### config.mk
export PLATFORM = sky130hd
export DESIGN_NAME = ihpr_back
export DESIGN_NICKNAME = d
export VERILOG_FILES = /design/src/rtl/assert_macros.svh /design/src/rtl/ihpr_pkg.sv /design/src/rtl/ihpr_back.sv
export SDC_FILE = /design/constraint.sdc
export NUM_CORES = 1
export LEC_CHECK = 0
export BUFFER_PORTS_ARGS = -buffer_cell sky130_fd_sc_hd__buf_4
export CORE_MARGIN = 5
export CORE_UTILIZATION = 61
export CTS_BUF_LIST = sky130_fd_sc_hd__clkbuf_8
export CTS_CLUSTER_SIZE = 28
export DETAILED_ROUTE_END_ITERATION = 8
export PLACE_DENSITY = 0.89
export SYNTH_ARGS = -nofsm -noshare
export SYNTH_HDL_FRONTEND = slang
export SYNTH_SLANG_ARGS = --single-unit
### constraint.sdc
create_clock -name clock -period 8.5 [get_ports clock]
set_input_delay 1.275 -clock clock [delete_from_list [all_inputs] [get_ports clock]]
set_output_delay 1.275 -clock clock [all_outputs]
set_load 0.02 [all_outputs]
### src/rtl/assert_macros.svh
// Assertion macros shared by the RTL of the pyramid reducer.
// Needs signals named clock and reset in the scope where a macro is used.
`ifndef ASSERT_MACROS_SVH
`define ASSERT_MACROS_SVH

// Same-cycle implication, checked while reset is low.
`define ASSERT_IMPLIES(label, ante, cons) \
   label: assert property (@(posedge clock) disable iff (reset) (ante) |-> (cons)) \
      else $error("%m: same-cycle implication failed");

// Next-cycle implication, checked while reset is low.
`define ASSERT_NEXT(label, ante, cons) \
   label: assert property (@(posedge clock) disable iff (reset) (ante) |=> (cons)) \
      else $error("%m: next-cycle implication failed");

`endif

### src/rtl/ihpr_pkg.sv
// Package for the pyramid reducer: register indexes, reset values, mode
// codes, the queue geometry and the control struct. No dependencies.
`timescale 1ns / 1ps
`default_nettype none

package ihpr_pkg;

   // Configuration register indexes.
   localparam logic [1:0] REG_IMAGE_WIDTH  = 2'd0;
   localparam logic [1:0] REG_IMAGE_HEIGHT = 2'd1;
   localparam logic [1:0] REG_REDUCE_MODE  = 2'd2;

   localparam int IMAGE_WIDTH_BITS  = 13;
   localparam int IMAGE_HEIGHT_BITS = 16;
   localparam int CSR_DATA_BITS     = 16;
   localparam int FIELD_BITS        = 16;

   localparam logic [12:0] IMAGE_WIDTH_RESET  = 13'd640;
   localparam logic [15:0] IMAGE_HEIGHT_RESET = 16'd480;

   typedef enum logic [1:0] {
      MODE_BINOMIAL = 2'd0,
      MODE_DECIMATE = 2'd1,
      MODE_AVERAGE  = 2'd2
   } mode_type;

   // Queue between the front and back parts.
   localparam int QUEUE_AW    = 1;
   localparam int QUEUE_DEPTH = 2 ** QUEUE_AW;

   // Classification of one item, made by the front part.
   typedef struct packed {
      logic     emit;        // item completes a 2x2 block and yields a result
      logic     top_clamp;   // block sits on the first input row pair
      logic     left_clamp;  // block sits on the first input column pair
      logic     last;        // result is the last one of the image
      mode_type mode;
   } ctl_type;

endpackage

`default_nettype wire

### src/rtl/ihpr_back.sv
// Back part of the pyramid reducer: 3x2 window, filter arithmetic in stages A
// and B, and the output register. Uses ihpr_pkg.
`timescale 1ns / 1ps
`default_nettype none

module ihpr_back #(
   parameter int PIXEL_BITS = 16
) (
   input  wire logic                      clock,
   input  wire logic                      reset,
   input  wire logic                      q_empty,
   input  wire logic [3*PIXEL_BITS-1:0]   pop_data,   // {pixel, row r-1, row r-2}
   input  ihpr_pkg::ctl_type              pop_ctl,
   output logic                           pop,
   output logic                           rsp_tvalid,
   input  wire logic                      rsp_tready,
   output logic [15:0]                    rsp_tdata,
   output logic                           rsp_tlast
);

   localparam int PB = PIXEL_BITS;
   localparam int SW = PB + 2;   // three-tap row sum, four-pixel sum
   localparam int TW = PB + 4;   // full 3x3 weighted sum

   logic advance;

   // Window: 0..2 hold rows r-2, r-1, r at column c-1; 3..5 at column c-2.
   logic [PB-1:0] win_ff [6];
   logic [PB-1:0] win_in [6];

   logic [PB-1:0] px, a1, a2;
   logic [PB-1:0] m_t, m_m, m_b, l_t, l_m, l_b, r_t, r_m, r_b;

   assign px = pop_data[3*PB-1:2*PB];
   assign a1 = pop_data[2*PB-1:PB];
   assign a2 = pop_data[PB-1:0];

   assign advance = !rsp_tvalid || rsp_tready;
   assign pop     = advance && !q_empty;

   always_comb begin
      m_t = pop_ctl.top_clamp ? win_ff[1] : win_ff[0];
      m_m = win_ff[1];
      m_b = win_ff[2];
      l_t = pop_ctl.left_clamp ? m_t : (pop_ctl.top_clamp ? win_ff[4] : win_ff[3]);
      l_m = pop_ctl.left_clamp ? m_m : win_ff[4];
      l_b = pop_ctl.left_clamp ? m_b : win_ff[5];
      r_t = pop_ctl.top_clamp ? a1 : a2;
      r_m = a1;
      r_b = px;
   end

   always_comb begin
      for (int i = 0; i < 6; i++) begin
         win_in[i] = win_ff[i];
      end
      if (pop) begin
         win_in[3] = win_ff[0];
         win_in[4] = win_ff[1];
         win_in[5] = win_ff[2];
         win_in[0] = a2;
         win_in[1] = a1;
         win_in[2] = px;
      end
   end

   // Stage A: row sums of the 1-2-1 kernel, the 2x2 sum and the decimated pixel.
   logic              sa_valid_ff, sa_valid_in;
   logic [SW-1:0]     sum_t_ff, sum_m_ff, sum_b_ff, avg_ff;
   logic [PB-1:0]     mid_ff;
   logic              sa_last_ff;
   ihpr_pkg::mode_type sa_mode_ff;

   assign sa_valid_in = advance ? (pop && pop_ctl.emit) : sa_valid_ff;

   // Stage B: final weighting, truncating divide and mode select.
   logic [TW-1:0]  total;
   logic [PB-1:0]  result;
   logic           rsp_valid_ff, rsp_valid_in;
   logic [15:0]    rsp_data_ff;
   logic           rsp_last_ff;

   assign total = TW'(sum_t_ff) + (TW'(sum_m_ff) << 1) + TW'(sum_b_ff);

   always_comb begin
      unique case (sa_mode_ff)
         ihpr_pkg::MODE_DECIMATE: result = mid_ff;
         ihpr_pkg::MODE_AVERAGE:  result = avg_ff[SW-1:2];
         ihpr_pkg::MODE_BINOMIAL: result = total[TW-1:4];
         default:                 result = total[TW-1:4];
      endcase
   end

   assign rsp_valid_in = advance ? sa_valid_ff : rsp_valid_ff;

   always_ff @(posedge clock) begin
      if (reset) begin
         for (int i = 0; i < 6; i++) begin
            win_ff[i] <= '0;
         end
         sa_valid_ff  <= 1'b0;
         rsp_valid_ff <= 1'b0;
      end else begin
         win_ff       <= win_in;
         sa_valid_ff  <= sa_valid_in;
         rsp_valid_ff <= rsp_valid_in;
      end
      if (advance) begin
         sum_t_ff    <= SW'(l_t) + (SW'(m_t) << 1) + SW'(r_t);
         sum_m_ff    <= SW'(l_m) + (SW'(m_m) << 1) + SW'(r_m);
         sum_b_ff    <= SW'(l_b) + (SW'(m_b) << 1) + SW'(r_b);
         avg_ff      <= SW'(m_m) + SW'(r_m) + SW'(m_b) + SW'(r_b);
         mid_ff      <= m_m;
         sa_last_ff  <= pop_ctl.last;
         sa_mode_ff  <= pop_ctl.mode;
         rsp_data_ff <= 16'(result);
         rsp_last_ff <= sa_last_ff;
      end
   end

   assign rsp_tvalid = rsp_valid_ff;
   assign rsp_tdata  = rsp_data_ff;
   assign rsp_tlast  = rsp_last_ff;

endmodule

`default_nettype wire

==> impl_results.md <==
* Slew headroom at 0.234
* GP Congestion at around 0.91
* Multi-input logic area at approximately 7600 sq um
* Initial antenna violation count at 0
* Grt ovf at 0
* Reg power frac at 0.330
* Pleak at about 6.6 nW
* Slowest cell delay on critical path at 0.56 ns
* DP HPWL at approximately 22 mm
* Clock skew at between 0.03 and 0.04 ns
* Routed WL at 31.0 mm
* Max-slew violation count at 0
* FF+latch area at approximately 5100 sq um
* Post-layout min period at roughly 4.7 ns
* # diodes at 0
* Critical path, cell by cell: buf_4 -> mux2_2 -> a21oi_1 -> fa_1 -> inv_1 -> ha_1 -> fa_1 -> a211oi_1 -> o21ai_1 -> a31oi_1 -> o21ai_1 -> a21o_1 -> a21oi_1 -> xnor2_1
* Layout cell share with drive strength beyond 1 at 0.143
* Worst hold slack at around 0.42 ns
* CP required at 8.78 ns
* Unrepaired setup endpoints after global routing: false
* Syn avg cell area at ~10 sq um
* Max clock buf depth at 3
* Setup_tns at 0 ns
* Hold Crit Start: sa_last_ff
* Filler instances at 1521
* First-pass GRT wire length at about 51 mm
* Initial Util at 0.618
* Dominant synthesized flop cell: edfxtp_1
* Crit Path Max Fanout at 50
* Hold buffer count at CTS at 0
* I/O pins at 77
* Synth unique cells at between 60 and 70
* Final hold violations at 0
* Synthesized flop and latch total at ~200
* Vias at around 10000
* Gr usage total at 0.242
* Post_cts resized at 0
* Fin nets at 1646
* Net switching power at between 1.5 and 2 mW
* Std cell rows at 54
* R2r setup slk at 4.54 ns
* Crit path buffers/inverters at 2
* Fraction of registers with async set or reset after synthesis at 0
* Critical path class: input pin to register
* Status: complete, no violations
* CTS Buf Count at 37
* Largest net degree at the start of global routing at 99
* Clock power frac at 0.225
* DIE AREA at around 25000 sq um
* DR WL/cell at ~18 um
* Vias in the first global route at roughly 10000
* Critical Path Stages at 14
* Count of final setup violators at 0
* DRC Markers at 0
* Largest delay share family, worst path: compound AO/OA/AOI/OAI gates
* Power consumption at 4.23 mW
* Fraction of power spent switching nets at 0.387
* Internal at 2.59 mW
* First DRT Iteration DRCs at 903
* FMAX at approximately 210 MHz
* Critical Path Start Type: input pin
* Worst path slowest cell: fa_1
* Hold WC Path Type: register to register
* Setup Fix Bufs, Post-CTS at 0
* Total power per unit cell area at between 200 and 300 nW/um^2
* Path depth of the worst reg2reg path at 12
* Vias per cell at 6.01
* Root Driver: clkbuf_8
* Clock insertion delay at the later pin of the skew report at around 0.54 ns
* Post-Syn Instances at between 1000 and 1500
* Worst hold stages at 0
* Post-synthesis sequential area ratio at 0.381
* Chip width at 159 um
* Layout area overhead at 11.1%
* Worst hold endpoint: rsp_tlast
* Die H at roughly 160 um
* R2R Path End: avg_ff[11]
* I/O Buffers at 76
* Core area at around 22000 sq um
* CTS H-tree depth at 2
* CTS sink cnt at slightly above 200
* Synth Cell Area at approximately 13000 sq um
* CP Capture Type: register
* Pre-antenna DRT Iters at 6
* Mapped Nets at approximately 1600
* CTS tree: yes
* EDFF count, synth at around 110
* Routed Antenna Nets at 0
* Comb power frac at 0.445
* Worst-margin pin slew at 1.15 ns
* Max Cap Viol at 0
* R2R Path Start: m_m[3]
* Reg clk slew, reported paths at 0.06 ns
* Data arrival time of the worst path at about 5 ns
* Worst vdd ir at ~0.16 mV
* Yosys warnings at 0
* Period Utilization, post-route at 0.551
## cell usage after synthesis, types with 5 or more instances
library cell	n	area (sq um)
dfxtp_1	98	1960
mux2i_1	18	180
a31oi_1	9	56.3
a21o_1	24	180
or2_2	5	31.3
and3_1	7	43.8
a21oi_1	152	761
xor2_1	17	149
inv_1	135	507
nor2_1	35	131
mux2_2	60	676
nand2_1	224	841
nand4_1	5	31.3
edfxtp_1	106	3180
a211oi_1	10	75.1
xnor2_1	43	377
buf_1	5	18.8
clkbuf_1	45	169
a221oi_1	13	114
nor2b_1	15	93.8
ha_1	85	1060
o21a_1	11	82.6
o21ai_0	30	150
nand3_1	12	60.1
nor3_1	14	70.1
fa_1	97	1940
## registers in the layout (all words and copies together) (netlist names), 2 cells and up
name        flops
win_ff         64
m_m            16
rsp_tdata      16
m_b            16
sa_mode_ff      2
avg_ff         16
sum_m_ff       18
sum_b_ff       18
sum_t_ff       18
mid_ff         16
## area by class of cell
type	count	area share
clock inverter	25	0.0108
timing repair buffer	78	0.0391
multi-input combinational	949	0.510
inverter	136	0.0342
tap	280	0.0234
clock buffer	43	0.0395
sequential	204	0.343
## placed cells by master (no fill, tap or decap), types with 5 or more instances in the layout
cell type and count:
o21ai_0 30, nor2b_1 15, nand4_1 5, clkinv_2 6, ha_1 85, nand2_1 224
a221oi_1 13, edfxtp_1 106, nand3_1 12, o21a_1 11, a21o_1 24, fa_1 97
clkbuf_8 43, xor2_1 17, and3_1 7, a31oi_1 9, buf_4 78, a21oi_1 152
nor3_1 14, nor2_1 35, mux2i_1 18, inv_1 147, a211oi_1 10, dfxtp_1 98
mux2_2 60, xnor2_1 43
## metrics by stage
stage          cell area [sq um]   util  worst slack (ns)  std cells
6_report                   15000  0.687              3.82       1715
5_1_grt                    15000  0.687              3.57       1715
4_1_cts                    15000  0.687              3.89       1715
3_5_place_dp               14200  0.652              3.32       1647
3_3_place_gp               14200  0.652              3.52       1647
2_1_floorplan              13500      -              3.59       1341
## power by group through the flow
| stage | Combinational (mW) | Sequential [mW] | Clock, mW |
|---|---|---|---|
| 5_1_grt | 2.05 | 1.41 | 1.02 |
| 4_1_cts | 1.84 | 1.40 | 0.963 |
| 3_3_place_gp | 1.73 | 1.40 | 0 |
| 6_report | 1.88 | 1.39 | 0.951 |
| 3_5_place_dp | 1.79 | 1.41 | 0 |
| 2_1_floorplan | 1.27 | 1.43 | 0 |
## worst max-delay path by stage
stage	slack [ns]	to	startpoint
after floorplan	3.59	sum_t_ff[13]	pop_ctl[4]
after global placement	3.52	sum_t_ff[16]	pop_ctl[4]
after detailed placement	3.32	sum_t_ff[13]	pop_ctl[4]
after CTS	3.89	sum_t_ff[13]	pop_ctl[4]
after global routing	3.57	sum_t_ff[13]	pop_ctl[4]
final	3.82	sum_t_ff[13]	pop_ctl[4]
## kinds of logic (layout without fill, tap and decap cells)
logic type,count (synthesis),in the layout,synth area share
buf+inv,188,282,0.0525
xor+xnor,60,60,0.0390
simple gates,337,337,0.107
fa+ha+maj,182,182,0.223
flops,204,204,0.381
compound gates,292,292,0.134
mux,78,78,0.0634
## routing by layer
layer | share of wire | track usage | vias up
met5 | 0 | 0 | -
met4 | 0.038 | 0.0903 | 0
met3 | 0.073 | 0.0407 | 108
met2 | 0.47 | 0.396 | 434
met1 | 0.42 | 0.326 | 5029
li1 | - | - | 4737
Power figures use the tool's default switching activity.
