--- config.mk ---
export PLATFORM = sky130hd
export DESIGN_NAME = ihpr_queue
export DESIGN_NICKNAME = d
export VERILOG_FILES = /design/src/rtl/assert_macros.svh /design/src/rtl/ihpr_pkg.sv /design/src/rtl/ihpr_queue.sv
export SDC_FILE = /design/constraint.sdc
export NUM_CORES = 1
export LEC_CHECK = 0
export CAP_MARGIN = 40
export CORE_MARGIN = 10
export CORE_UTILIZATION = 62
export CTS_CLUSTER_DIAMETER = 150
export CTS_CLUSTER_SIZE = 25
export DETAILED_ROUTE_END_ITERATION = 6
export DONT_BUFFER_PORTS = 1
export PLACE_DENSITY = 0.87
export SETUP_SLACK_MARGIN = 0.4
export SLEW_MARGIN = 10
export SYNTH_ARGS = -nofsm -noshare
export SYNTH_HDL_FRONTEND = slang
export SYNTH_SLANG_ARGS = --single-unit
--- constraint.sdc ---
create_clock -name clock -period 4.1 [get_ports clock]
set_input_delay 0.82 -clock clock [delete_from_list [all_inputs] [get_ports clock]]
set_output_delay 0.82 -clock clock [all_outputs]
set_load 0.05 [all_outputs]
--- src/rtl/assert_macros.svh ---
// Assertion macros shared by the RTL of the pyramid reducer.
// Needs signals named clock and reset in the scope where a macro is used.
`ifndef ASSERT_MACROS_SVH
`define ASSERT_MACROS_SVH

// Same-cycle implication, checked while reset is low.
`define ASSERT_IMPLIES(label, ante, cons) \
   label: assert property (@(posedge clock) disable iff (reset) (ante) |-> (cons)) \
      else $error("%m: same-cycle implication failed");

// Next-cycle implication, checked while reset is low.
`define ASSERT_NEXT(label, ante, cons) \
   label: assert property (@(posedge clock) disable iff (reset) (ante) |=> (cons)) \
      else $error("%m: next-cycle implication failed");

`endif

--- src/rtl/ihpr_pkg.sv ---
// Package for the pyramid reducer: register indexes, reset values, mode
// codes, the queue geometry and the control struct. No dependencies.
`timescale 1ns / 1ps
`default_nettype none

package ihpr_pkg;

   // Configuration register indexes.
   localparam logic [1:0] REG_IMAGE_WIDTH  = 2'd0;
   localparam logic [1:0] REG_IMAGE_HEIGHT = 2'd1;
   localparam logic [1:0] REG_REDUCE_MODE  = 2'd2;

   localparam int IMAGE_WIDTH_BITS  = 13;
   localparam int IMAGE_HEIGHT_BITS = 16;
   localparam int CSR_DATA_BITS     = 16;
   localparam int FIELD_BITS        = 16;

   localparam logic [12:0] IMAGE_WIDTH_RESET  = 13'd640;
   localparam logic [15:0] IMAGE_HEIGHT_RESET = 16'd480;

   typedef enum logic [1:0] {
      MODE_BINOMIAL = 2'd0,
      MODE_DECIMATE = 2'd1,
      MODE_AVERAGE  = 2'd2
   } mode_type;

   // Queue between the front and back parts.
   localparam int QUEUE_AW    = 1;
   localparam int QUEUE_DEPTH = 2 ** QUEUE_AW;

   // Classification of one item, made by the front part.
   typedef struct packed {
      logic     emit;        // item completes a 2x2 block and yields a result
      logic     top_clamp;   // block sits on the first input row pair
      logic     left_clamp;  // block sits on the first input column pair
      logic     last;        // result is the last one of the image
      mode_type mode;
   } ctl_type;

endpackage

`default_nettype wire

--- src/rtl/ihpr_queue.sv ---
// Short queue of classified items between the front and back parts.
// Uses ihpr_pkg for the control struct and queue geometry.
`timescale 1ns / 1ps
`default_nettype none

module ihpr_queue #(
   parameter int DATA_W = 48
) (
   input  wire logic              clock,
   input  wire logic              reset,
   input  wire logic              push,
   input  wire logic [DATA_W-1:0] push_data,
   input  ihpr_pkg::ctl_type      push_ctl,
   input  wire logic              pop,
   output logic [DATA_W-1:0]      pop_data,
   output ihpr_pkg::ctl_type      pop_ctl,
   output logic                   full,
   output logic                   empty
);

   localparam int AW = ihpr_pkg::QUEUE_AW;
   localparam int DEPTH = ihpr_pkg::QUEUE_DEPTH;

   logic [DATA_W-1:0]  data_ff [DEPTH];
   logic [DATA_W-1:0]  data_in [DEPTH];
   ihpr_pkg::ctl_type  ctl_ff  [DEPTH];
   ihpr_pkg::ctl_type  ctl_in  [DEPTH];
   logic [AW-1:0]      wr_ptr_ff, wr_ptr_in, rd_ptr_ff, rd_ptr_in;
   logic [AW:0]        count_ff, count_in;

   always_comb begin
      for (int i = 0; i < DEPTH; i++) begin
         data_in[i] = data_ff[i];
         ctl_in[i]  = ctl_ff[i];
         if (push && (wr_ptr_ff == AW'(i))) begin
            data_in[i] = push_data;
            ctl_in[i]  = push_ctl;
         end
      end
   end

   assign wr_ptr_in = push ? wr_ptr_ff + AW'(1) : wr_ptr_ff;
   assign rd_ptr_in = pop ? rd_ptr_ff + AW'(1) : rd_ptr_ff;

   always_comb begin
      count_in = count_ff;
      if (push && !pop) begin
         count_in = count_ff + (AW+1)'(1);
      end else if (pop && !push) begin
         count_in = count_ff - (AW+1)'(1);
      end
   end

   always_ff @(posedge clock) begin
      if (reset) begin
         wr_ptr_ff <= '0;
         rd_ptr_ff <= '0;
         count_ff  <= '0;
      end else begin
         wr_ptr_ff <= wr_ptr_in;
         rd_ptr_ff <= rd_ptr_in;
         count_ff  <= count_in;
      end
      data_ff <= data_in;
      ctl_ff  <= ctl_in;
   end

   assign pop_data = data_ff[rd_ptr_ff];
   assign pop_ctl  = ctl_ff[rd_ptr_ff];
   assign full     = (count_ff == (AW+1)'(DEPTH));
   assign empty    = (count_ff == '0);

endmodule

`default_nettype wire

==> results by stage, run 1 <==
Outcome:
- The flow ran to the end, and the final reports show no timing, DRC or antenna violations.

Power and ir drop:
- The leakage power is 1.43 nW.
- The fraction of power spent switching nets is 0.283.
- Of the total power, registers draw 0.574.
- The internal power of the cells totals 0.00170 W.
- The share of total power dissipated in combinational logic is 0.162.
- Of the total power, the clock network draws 0.264.
- The power density over the cells is 539 nW/um2.
- Summed over all nets, the switching power comes to 0.000670 W.
- The maximum VDD drop is 0.347 mV.

Routing:
- After detailed routing, the wire length on met1 is 2240 um.
- The post-detailed-route wirelength per cell is around 25 um.
- The post-detailed-route count of antenna-violating nets is 0.
- The sum of met3 wire segment lengths after detailed routing is around 800 um.
- Signal routing reaches up to met4.
- The first detailed-routing pass took 4 iterations.
- For this run, design rule violations remaining after detail routing come to 0.
- The wire length reported by the detailed router is ~7000 um.
- The number of design-rule violations left by the first detailed-router iteration is 47.
- Wire segments on met2 add up to just under 4000 um in the final route.
- The average vias per placed instance is 5.96.
- The number of vias in the routed layout is around 1700.

Critical path:
- The startpoint class of the critical path is a flip-flop.
- The highest fanout seen on the critical path is 35.
- The data arrival at the endpoint of the critical path is 1.80 ns.
- The start-to-end type of the worst setup path is flip-flop to output pin.
- STA puts the critical path data required time at 3.28 ns.
- The element type at the critical path end is an output pin.

CTS:
- The count of hold buffers inserted by post-cts repair is 0.
- The maximum clock path buffer count is 2.
- The clock tree from TritonCTS is built.
- At the later pin of the worst-skew pair, clock insertion delay measures about 0.35 ns.
- The CTS root buffer is clkbuf_8.
- The number of clock sinks is between 100 and 150.
- The clock tree synthesis step divided the H-tree into 3 levels.
- The total clock buffers created by CTS is 9.
- Clock-pin slew was measured on the worst setup and hold paths at 0.09 ns.
- Post-CTS timing repair inserted 0 buffers for setup.
- Gates resized during post-CTS repair numbered 0.

Final layout:
- The net count of the finished layout is 256.
- After filler insertion, the fill cell instance count of the layout stands at around 380.
- The share of final-layout standard cells stronger than drive strength 1 is 0.381.
- Measured on the finished design, the core utilization comes to 0.688.
- The final antenna diode count is 0.
- Once layout is done, the placed cells without fillers occupy 4390 um2.
- The area growth from synthesis to layout is 7.11%.

Synth:
- Synthesis produced a netlist with a net count of 247.
- The sequential area share after synthesis is 0.811.
- Counting flops and latches in the post-synthesis netlist gives 112.
- Counting every instance in the synthesized netlist gives 188.
- The average cell area after synthesis is 21.8 um2.
- The number of different library cells used by synthesis comes to 16.
- The count of warnings emitted by yosys is 0.
- The cell area after technology mapping is about 4100 um2.

GRT:
- The first global-routing pass estimated between 10000 and 15000 um of wire.
- For this run, the total global-route usage over all layers was measured as 0.134.
- The number of antenna violations at the first check in global routing is 0.
- The largest net degree at the start of global routing is 36.
- The residual overflow from global routing is 0.
- The number of global-route vias before repair is 1814.

Placement:
- Once placement finished, the instance area stood at 4200 um2.
- The congestion estimate from routability-driven global placement came to 0.707.
- During placement, the flow inserted port buffers numbering 0.
- Detailed placement ended at an HPWL of about 5000 um.
- The worst slack at placement is 1.72 ns.

Timing:
- Setup repair after global routing left no endpoint under its margin.
- The max-slew violation total from the final report is 0.
- The time the worst path needs with I/O delays and setup is 2.62 ns.
- At the pin with the least slew margin, the transition time is between 0.8 and 0.9 ns.
- The aggregate negative setup slack is 0 ns.
- The setup slack after layout is 1.48 ns.
- The maximum clock frequency is around 0.38 GHz.
- In the finished design, the share of the clock period the worst path needs comes to 0.640.
- The clock arrives with around 0.0079 ns of skew.
- The total count of hold-check failures in the final report is 0.
- Setup violations remaining at the end of the flow were counted as 0.
- The relative max-transition margin is 0.422.

Floorplan:
- The floorplan has 29 rows.
- The area of the die is between 10000 and 15000 um2.
- For this configuration, the core starts out at a cell density of 0.642.
- The region available for standard cell placement spans about 6400 um2.
- In this run the vertical extent of the chip is between 100 and 150 um.
- 114 I/O pins were placed.
- From left edge to right edge, the die measures ~100 um.

Hold path:
- The worst hold path belongs to the class flip-flop to flip-flop.

Flow run:
- The reported max-cap violation count is 0.
synthesized netlist by cell type:
cell	number	area (um2)
inv_1	1	3.75
and2b_2	1	8.76
and2_1	1	6.26
dfxtp_1	4	80.1
nor2b_1	1	6.26
mux2_2	54	608
nor2_1	4	15.0
xnor2_1	2	17.5
ha_1	1	12.5
a21oi_1	1	5.00
edfxtp_1	108	3240
or3_1	1	6.26
buf_6	5	56.3
xor2_1	2	17.5
buf_4	1	7.51
o21ai_0	1	5.00
final timing paths:
path	cells past startpoint	slack, ns	to	start
worst max-delay path	2	1.48	pop_ctl[5]	rd_ptr_ff$_SDFFE_PP0P_
worst max register to register	2	2.25	data_ff[64]$_DFFE_PP_	wr_ptr_ff$_SDFFE_PP0P_
worst min-delay path	2	0.52	count_ff[1]$_SDFFE_PP0P_	count_ff[1]$_SDFFE_PP0P_
worst min register to register	2	0.52	count_ff[1]$_SDFFE_PP0P_	count_ff[1]$_SDFFE_PP0P_
layer usage:
metal  GRT usage  vias up
li1            -      749
met1       0.126      843
met2       0.232       67
met3      0.0735        4
met4      0.0643        0
met5           0        -
kinds of logic (layout without fill, tap and decap cells):
logic type               count (synthesis)  after routing  synth area share
AO/OA/AOI/OAI                            2              2           0.00244
XOR/XNOR                                 4              4           0.00855
adder cells (fa/ha/maj)                  1              1           0.00305
buffers and inverters                    7             21            0.0165
flip-flops                             112            112             0.811
multiplexers                            54             54             0.148
AND/OR/NAND/NOR                          8              8            0.0104
metrics by stage:
step,hold WS (ns),power (W),std cells
floorplan,0.461,0.00174,188
global placement,0.474,0.00175,260
detailed placement,0.509,0.00178,263
CTS,0.508,0.00239,279
global route,0.502,0.00245,279
finish,0.523,0.00237,279
placed cells by master (no fill, tap or decap), types with 2 or more instances in the layout:
cell type,count
clkbuf_8,9
xnor2_1,2
clkinv_4,2
xor2_1,2
dfxtp_1,3
mux2_2,54
buf_4,2
nor2_1,4
buf_12,2
clkinv_2,2
edfxtp_1,108
flip-flops by register name (all words and copies together) (netlist names):
name,cells
rd_ptr_ff,1
count_ff,2
data_ff,96
ctl_ff,12
wr_ptr_ff,1
cell type report:
type	instances	area [um2]	area share
Timing Repair Buffer	4	55.1	0.0125
Multi-Input combinational cell	69	717	0.163
Sequential cell	112	3320	0.757
Tap cell	77	96.3	0.0219
Clock buffer	9	124	0.0282
Clock inverter	7	70.1	0.0160
Inverter	1	3.75	0.000855
critical path, cell delays in order, from the launching register on:
cell     delay [ns]
dfxtp_2        0.66
buf_12         0.28
mux2_2         0.50
power by group through the flow:
stage | Clock, W | Combinational, W | Sequential [W]
after floorplan | 0 | 0.000361 | 0.00137
after global placement | 0 | 0.000362 | 0.00139
after detailed placement | 0 | 0.000390 | 0.00139
after CTS | 0.000640 | 0.000391 | 0.00136
after global routing | 0.000687 | 0.000400 | 0.00137
final | 0.000625 | 0.000384 | 0.00136
Note: power is estimated with default switching activity, not from simulation.
==> run 2: changes to the inputs <==
--- a/config.mk
+++ b/config.mk
@@ -7,12 +7,12 @@
 export LEC_CHECK = 0
 export CAP_MARGIN = 40
 export CORE_MARGIN = 10
-export CORE_UTILIZATION = 62
+export CORE_UTILIZATION = 56
 export CTS_CLUSTER_DIAMETER = 150
 export CTS_CLUSTER_SIZE = 25
 export DETAILED_ROUTE_END_ITERATION = 6
 export DONT_BUFFER_PORTS = 1
-export PLACE_DENSITY = 0.87
+export PLACE_DENSITY = 0.83
 export SETUP_SLACK_MARGIN = 0.4
 export SLEW_MARGIN = 10
 export SYNTH_ARGS = -nofsm -noshare
==> constraint.sdc (replaced) <==
create_clock -name clock -period 2.26 [get_ports clock]
set_input_delay 0.452 -clock clock [delete_from_list [all_inputs] [get_ports clock]]
set_output_delay 0.452 -clock clock [all_outputs]
set_load 0.05 [all_outputs]
==> run 2 against run 1 <==
  * Sequential cell count unchanged
  * Clock power is 84% higher
  * Die area increased by 8.6%
  * Power increased by 88%
  * Register-to-register slack worse by 1.3 ns
  * Clock skew shrank 0.00079 ns
  * First-iteration DRC count increased by 120%
  * Hold slack got worse by 0.37 ns
  * Highest routed layer unchanged
  * Core utilization decreased by 3.2 points
  * Wire length rose by 18%
==> results by stage, run 2 (synthesized netlist as in run 1, its figures left out) <==
Final layout:
- Leaving out fill and tap cells, the most frequent cells in the layout are edfxtp_1, mux2_4, clkbuf_8.
- The post-layout utilization of the core is 0.655 (-0.0322).
- The number of flip-flops in the largest register is 96 (unchanged).
- The library cell used most frequently in the layout, excluding fill and tap cells, is edfxtp_1.
- The final design instance area without fill is 4700 um2 (+7.1%).
- The final antenna diode count is 0 (unchanged).
- The net count of the finished layout is 262 (+2.3%).
- The share of final-layout standard cells stronger than drive strength 1 is 0.394 (+0.0130).
- The area growth from synthesis to layout is 14.7%.
- The register with the most flip-flops is data_ff.
- The largest registers in the layout are data_ff x96, ctl_ff x12, count_ff x2.

Outcome:
- The flow ran to the end, and the final reports show no timing, DRC or antenna violations.

CTS:
- The maximum clock path buffer count was 2 (unchanged).
- TritonCTS built the clock tree.
- The number of H-tree branching levels was 3 (unchanged).
- The CTS root buffer is clkbuf_8.
- The clock-pin transition on the worst setup and hold timing paths was 0.10 ns (about the same).
- The number of clock sinks is 112 (unchanged).
- The total clock buffers created by CTS was 9 (unchanged).
- The later-pin clock latency in the skew report is 0.35 ns (about the same).

Critical path:
- The startpoint class of the critical path is a flip-flop.
- The dominant delay contributor by cell family on the critical path is flip-flops.
- The worst setup slack for register-to-register paths was 0.95 ns (-1.30 ns).
- The end point of the critical path is pop_data[45].
- The slowest library cell on the worst path is dfxtp_4.
- The worst setup path is captured at an output pin.
- The critical path buffer and inverter count is 1 (unchanged).
- The launch point of the worst path is rd_ptr_ff$_SDFFE_PP0P_.
- The highest fanout seen on the critical path was 14 (-60%).
- The worst register-to-register path begins at wr_ptr_ff$_SDFFE_PP0P_.
- The worst setup path is of the flip-flop to output pin kind.
- The number of logic stages on the critical path including buffering came to 2 (unchanged).
- The worst flop-to-flop path endpoint is data_ff[40]$_DFFE_PP_.
- The data arrival at the endpoint of the critical path came to 1.42 ns (-0.38 ns).
- The critical path goes through clkbuf_16 > mux2_4.
- The data required time of the worst path is 1.81 ns (-1.47 ns).
- The number of cells traversed by the worst register-to-register path is 2 (unchanged).
- The delay contributed by the slowest stage of the critical path is 0.44 ns (-0.22 ns).

GRT:
- The first-pass GRT wire length came to 12000 um (+18%).
- The number of global-route vias before repair came to 1917 (+5.7%).
- The overall routing resource usage is 0.143 (+0.00911).
- The number of antenna violations at the first check in global routing came to 0 (unchanged).
- The residual overflow from global routing is 0 (unchanged).
- The largest net degree at the start of global routing is 32 (-11%).

Hold path:
- The min-delay analysis places its worst path in the category input pin to flip-flop.

Floorplan:
- The core area is 7180 um2 (+12%).
- The height of the die is 106 um (+4.2%).
- The row count is 31 (+6.9%).
- The initial core utilization is 0.571 (-0.0706).
- The chip width is 106 um (+4.2%).
- The area of the die is 11100 um2 (+8.6%).
- The number of primary I/O pins is 114 (unchanged).

Power and ir drop:
- The maximum VDD drop was 0.466 mV (+34%).
- The sequential power share is 0.555 (-0.019).
- The share of total power in the clock network is 0.258 (-0.006).
- The fraction of power spent switching nets came to 0.285 (+0.00214).
- The power density over the cells was 946 nW/um2 (+75%).
- The combinational share of power is 0.187 (+0.025).
- The internal power contribution is 0.00318 W (+87%).
- The switching power of the nets was 0.00127 W (+89%).
- The leakage power is 1.68 nW (+17%).

Timing:
- The total setup violations reported at the end of the flow is 0 (unchanged).
- The transition time at the pin with the least slew margin is 0.422 ns (-0.443 ns).
- The aggregate negative setup slack came to 0 ns (unchanged).
- Setup repair after global routing could not meet its margin everywhere.
- The maximum clock frequency is between 0.5 and 0.6 GHz.
- The relative max-transition margin is 0.719 (+0.297).
- The post-route clock period utilization is 0.829.
- The max-slew violation total from the final report is 0 (unchanged).
- The total count of hold-check failures in the final report came to 0 (unchanged).
- Counting I/O delays and the setup requirement, the final critical path takes about 1.9 ns.
- The final worst clock skew was 0.00716 ns (-0.000787 ns).

Routing:
- The number of vias in the routed layout is 1740 (+4.6%).
- The post-detailed-route wirelength per cell is 26.6 um (+6.8%).
- The wire length reported by the detailed router was 8180 um (+18%).
- The number of design-rule violations left by the first detailed-router iteration is 102 (+120%).
- The number of remaining DRC errors is 0 (unchanged).
- The post-detailed-route count of antenna-violating nets is 0 (unchanged).
- The detailed-router iteration count before antenna repair was 4 (unchanged).
- The average vias per placed instance is 5.67 (-4.9%).

Flow run:
- The reported max-cap violation count was 0 (unchanged).

Placement:
- The sum of net half-perimeters after detailed placement was 5130 um (+2.3%).
- The placed standard-cell area came to 4220 um2 (+0.60%).
- The quantity of I/O buffers inserted on ports is 0 (unchanged).
- The global placement routability congestion is 0.654 (-7.5%).
run 2: cell count changes in the layout (fill, tap and decap cells not counted), sizes merged:
cell | before | now
buf | 4 | 8
inv | 2 | 3
clkinv | 5 | 4
clkbuf | 9 | 11
run 2: how the worst min path moves through the flow:
stage,start,endpoint,cells past startpoint
finish,reset,rd_ptr_ff$_SDFFE_PP0P_,1
global route,reset,count_ff[1]$_SDFFE_PP0P_,1
CTS,reset,count_ff[1]$_SDFFE_PP0P_,1
detailed placement,count_ff[1]$_SDFFE_PP0P_,count_ff[1]$_SDFFE_PP0P_,2
global placement,count_ff[1]$_SDFFE_PP0P_,count_ff[1]$_SDFFE_PP0P_,2
floorplan,count_ff[1]$_SDFFE_PP0P_,count_ff[1]$_SDFFE_PP0P_,2
run 2: power by group through the flow:
stage	Sequential, W	Combinational, W	Clock (W)
after floorplan	0.00249	0.000657	0
after global placement	0.00249	0.000714	0
after detailed placement	0.00250	0.000720	0
after CTS	0.00246	0.000820	0.00117
after global routing	0.00248	0.000863	0.00125
final	0.00247	0.000834	0.00115
run 2: repair_timing:
item | in CTS | in global routing
hold buffers | 0 | 0
gates cloned | 0 | 2
setup buffers | 0 | 1
endpoints found under the setup margin | 54 | 54
resized for setup | 60 | 1
run 2: area by class of cell:
class                      instances  area [um2]
sequential                       112        3330
fill                             460        2470
multi-input combinational         69         920
timing repair buffer              10         135
clock buffer                       9         124
tap                               99         124
clock inverter                     7        68.8
inverter                           1        3.75
run 2: stage by stage:
| step | std cells | hold WS [ns] | power [W] | setup WS [ns] |
|---|---|---|---|---|
| after floorplan | 188 | 0.461 | 0.00315 | 0.554 |
| after global placement | 288 | 0.471 | 0.00321 | 0.624 |
| after detailed placement | 288 | 0.497 | 0.00322 | 0.621 |
| after CTS | 304 | 0.135 | 0.00445 | 0.373 |
| after global routing | 307 | 0.131 | 0.00460 | 0.351 |
| final | 307 | 0.156 | 0.00445 | 0.387 |
run 2: per-layer routing:
| layer | up-vias | track usage | routed length [um] |
|---|---|---|---|
| met2 | 81 | 0.240 | 4190 |
| met1 | 879 | 0.143 | 2780 |
| li1 | 762 | - | - |
| met5 | - | 0 | 0 |
| met4 | 0 | 0.0667 | 183 |
| met3 | 18 | 0.0804 | 1020 |
==> run 3: changes to the inputs <==
==> constraint.sdc (replaced) <==
create_clock -name clock -period 1.6 [get_ports clock]
set_input_delay 0.32 -clock clock [delete_from_list [all_inputs] [get_ports clock]]
set_output_delay 0.32 -clock clock [all_outputs]
set_load 0.05 [all_outputs]
==> run 3 against run 2 <==
  * Sequential share of layout area hardly changed
  * Power is 37% higher
  * The run now ends with negative setup slack left
  * Core utilization is 0.10 points higher
  * Largest cell class unchanged
  * Via count is 2.0% lower
  * Design area is 0.16% higher
==> results by stage, run 3 (synthesized netlist as in run 1, its figures left out) <==
Critical path:
- The data arrival at the endpoint of the critical path was 1.40 ns (-0.02 ns).
- The critical path in this run is classified as flip-flop to output pin.
- The delay contributed by the slowest stage of the critical path was 0.41 ns (-0.03 ns).
- The element type at the critical path end is an output pin.
- The startpoint class of the critical path is a flip-flop.
- The data required time of the worst path is 1.28 ns (-0.53 ns).
- The number of logic stages on the critical path including buffering is 2 (unchanged).
- The highest fanout seen on the critical path was 30 (+16).
- Walking the worst path, the cells encountered are buf_16 > mux2_4.
- Broken down by cell family, the worst path's largest delay share belongs to multiplexers.
- The critical path buffer and inverter count is 1 (unchanged).
- The largest individual stage delay along the critical path comes from the cell mux2_4.
- The number of cells traversed by the worst register-to-register path is 5 (+3).

Routing:
- The number of design-rule violations left by the first detailed-router iteration came to 81 (-21%).
- The post-detailed-route wirelength per cell is 23.8 um (-11%).
- The average vias per placed instance was 5.55 (-2.0%).
- The highest signal layer in the routed design is met4.
- The met2 wire length was 3620 um (-13%).
- The detailed-router iteration count before antenna repair is 4 (unchanged).
- The sum of met3 wire segment lengths after detailed routing came to 1010 um (-1.3%).
- The number of remaining DRC errors is 0 (unchanged).
- The post-detailed-route count of antenna-violating nets is 0 (unchanged).
- The number of vias in the routed layout came to 1705 (-2.0%).
- The sum of routed wire segments on met1 was 2560 um (-8.0%).
- The wire length reported by the detailed router came to 7300 um (-11%).

Timing:
- The max-slew violation total from the final report is 0 (unchanged).
- The aggregate negative setup slack is -5.81 ns (-5.81 ns).
- The setup slack after layout is -0.123 ns (-0.510 ns).
- The total count of hold-check failures in the final report is 0 (unchanged).
- The total setup violations reported at the end of the flow is 54 (+54).
- After layout, the minimum clock period comes to 1.72 ns.
- The final worst clock skew is 0.00878 ns (+0.00162 ns).
- Setup repair after global routing could not meet its margin everywhere.
- The transition time at the pin with the least slew margin is 0.335 ns (-0.0865 ns).
- The maximum clock frequency is 0.581 GHz.
- The relative max-transition margin is 0.776 (+0.0577).
- The post-route clock period utilization is 1.08.

Floorplan:
- The core area was 7180 um2 (unchanged).
- The initial core utilization was 0.571 (unchanged).
- The number of primary I/O pins is 114 (unchanged).
- The chip width was 106 um (unchanged).
- The area of the die was 11100 um2 (unchanged).
- The height of the die came to 106 um (unchanged).
- The row count is 31 (unchanged).

CTS:
- The clock-pin transition on the worst setup and hold timing paths is 0.09 ns (about the same).
- The number of clock sinks was 112 (unchanged).
- The root buffer cell chosen for the clock tree is clkbuf_8.
- The maximum clock path buffer count was 2 (unchanged).
- TritonCTS built the clock tree.
- The number of H-tree branching levels came to 3 (unchanged).
- The total clock buffers created by CTS is 9 (unchanged).
- The later-pin clock latency in the skew report is 0.35 ns (about the same).

Hold path:
- The path class of the lowest-slack min-delay path is input pin to flip-flop.
- The number of cells on the worst hold path is 1 (unchanged).

Flow run:
- The reported max-cap violation count was 0 (unchanged).

Final layout:
- The final design instance area without fill is 4710 um2 (+0.16%).
- The share of final-layout standard cells stronger than drive strength 1 came to 0.413 (+0.0192).
- The post-layout utilization of the core came to 0.656 (+0.00105).
- The net count of the finished layout is 262 (unchanged).
- Leaving out fill and tap cells, the most frequent cell in the layout is edfxtp_1.
- The final antenna diode count was 0 (unchanged).
- The sequential standard cell area is 3330 um2 (+0.19%).
- The number of flip-flops in the largest register is 96 (unchanged).
- The largest registers in the layout are data_ff x96, ctl_ff x12, count_ff x2.
- The number of standard cells in the layout, taps in and fillers out is 307 (unchanged).
- More flip-flops sit in one register than any other, and that register is data_ff.
- The area taken by multi-input logic gates is 941 um2 (+2.3%).
- The count of filler cells inserted in the layout is 458 (-0.43%).
- In the layout the commonest cells are edfxtp_1, mux2_4, clkbuf_8.
- The synthesis-to-layout area growth is 14.9%.

GRT:
- The number of global-route vias before repair is 1765 (-7.9%).
- The number of antenna violations at the first check in global routing came to 0 (unchanged).
- The overall routing resource usage is 0.128 (-0.0155).
- The largest net degree at the start of global routing is 55 (+72%).
- The residual overflow from global routing came to 0 (unchanged).
- The first-pass GRT wire length was 10800 um (-9.9%).

Power and ir drop:
- The leakage power was 1.65 nW (-1.4%).
- The maximum VDD drop was 0.791 mV (+70%).
- The power density over the cells is 1300 nW/um2 (+37%).
- The total power of the final layout is 0.00611 W (+37%).

Placement:
- The placed standard-cell area came to 4460 um2 (+5.7%).
- The global placement routability congestion came to 0.632 (-3.3%).
- The quantity of I/O buffers inserted on ports is 0 (unchanged).
- The sum of net half-perimeters after detailed placement is 5230 um (+1.9%).
- The total instance count after detailed placement came to 287 (-0.35%).

Outcome:
- The run finished, with violations left.
- The final reports fail on negative setup slack.
-- run 3: changes by cell type in the layout (fill, tap and decap cells not counted), sizes merged --
cell         previous run  this run
clkinvlp                0         3
clkbuf                 11        12
clkinv                  4         0
bufinv                  1         0
inv                     3         2
dlygate4sd3             0         1
buf                     8         9
-- run 3: metrics by stage --
step | worst slack (ns) | hold slack (ns)
finish | -0.123 | 0.0254
global placement | 0.276 | 0.386
detailed placement | 0.252 | 0.386
CTS | -0.142 | 0.0108
global route | -0.171 | 0.00718
floorplan | 0.0265 | 0.385
-- run 3: final cells by class --
class                   instances  share of cell area
repair buffers                 10              0.0300
well taps                      99              0.0263
clock buffers                  12              0.0287
multi-input cells              69               0.200
flip-flops and latches        112               0.708
clock inverters                 4             0.00664
inverters                       1            0.000797
-- run 3: routing by layer --
layer,vias up,track usage
li1,757,-
met1,849,0.138
met2,88,0.204
met3,11,0.0761
met4,0,0.0493
met5,-,0
-- run 3: path summary, 6_finish.rpt --
| check | from | slack, ns | to |
|---|---|---|---|
| setup / recovery | rd_ptr_ff$_SDFFE_PP0P_ | -0.12 | pop_ctl[3] |
| hold / removal | reset | 0.03 | wr_ptr_ff$_SDFFE_PP0P_ |
| setup reg to reg | count_ff[0]$_SDFFE_PP0P_ | 0.29 | count_ff[1]$_SDFFE_PP0P_ |
| hold reg to reg | wr_ptr_ff$_SDFFE_PP0P_ | 0.56 | wr_ptr_ff$_SDFFE_PP0P_ |
-- run 3: where the power goes --
group,total (W),switching (W),internal (W)
logic,0.00120,0.000834,0.000371
clock network,0.00142,0.000847,0.000575
registers,0.00348,0.0000611,0.00342
total,0.00611,0.00174,0.00436
-- run 3: timing repair --
item / in CTS / in global routing
setup endpoints to repair: 56 / 86
setup buffers: 2 / 1
resized for setup: 6 / 7
pin swaps: 0 / 3
endpoints found under the hold margin: 0 / 1
hold buffers: 0 / 1
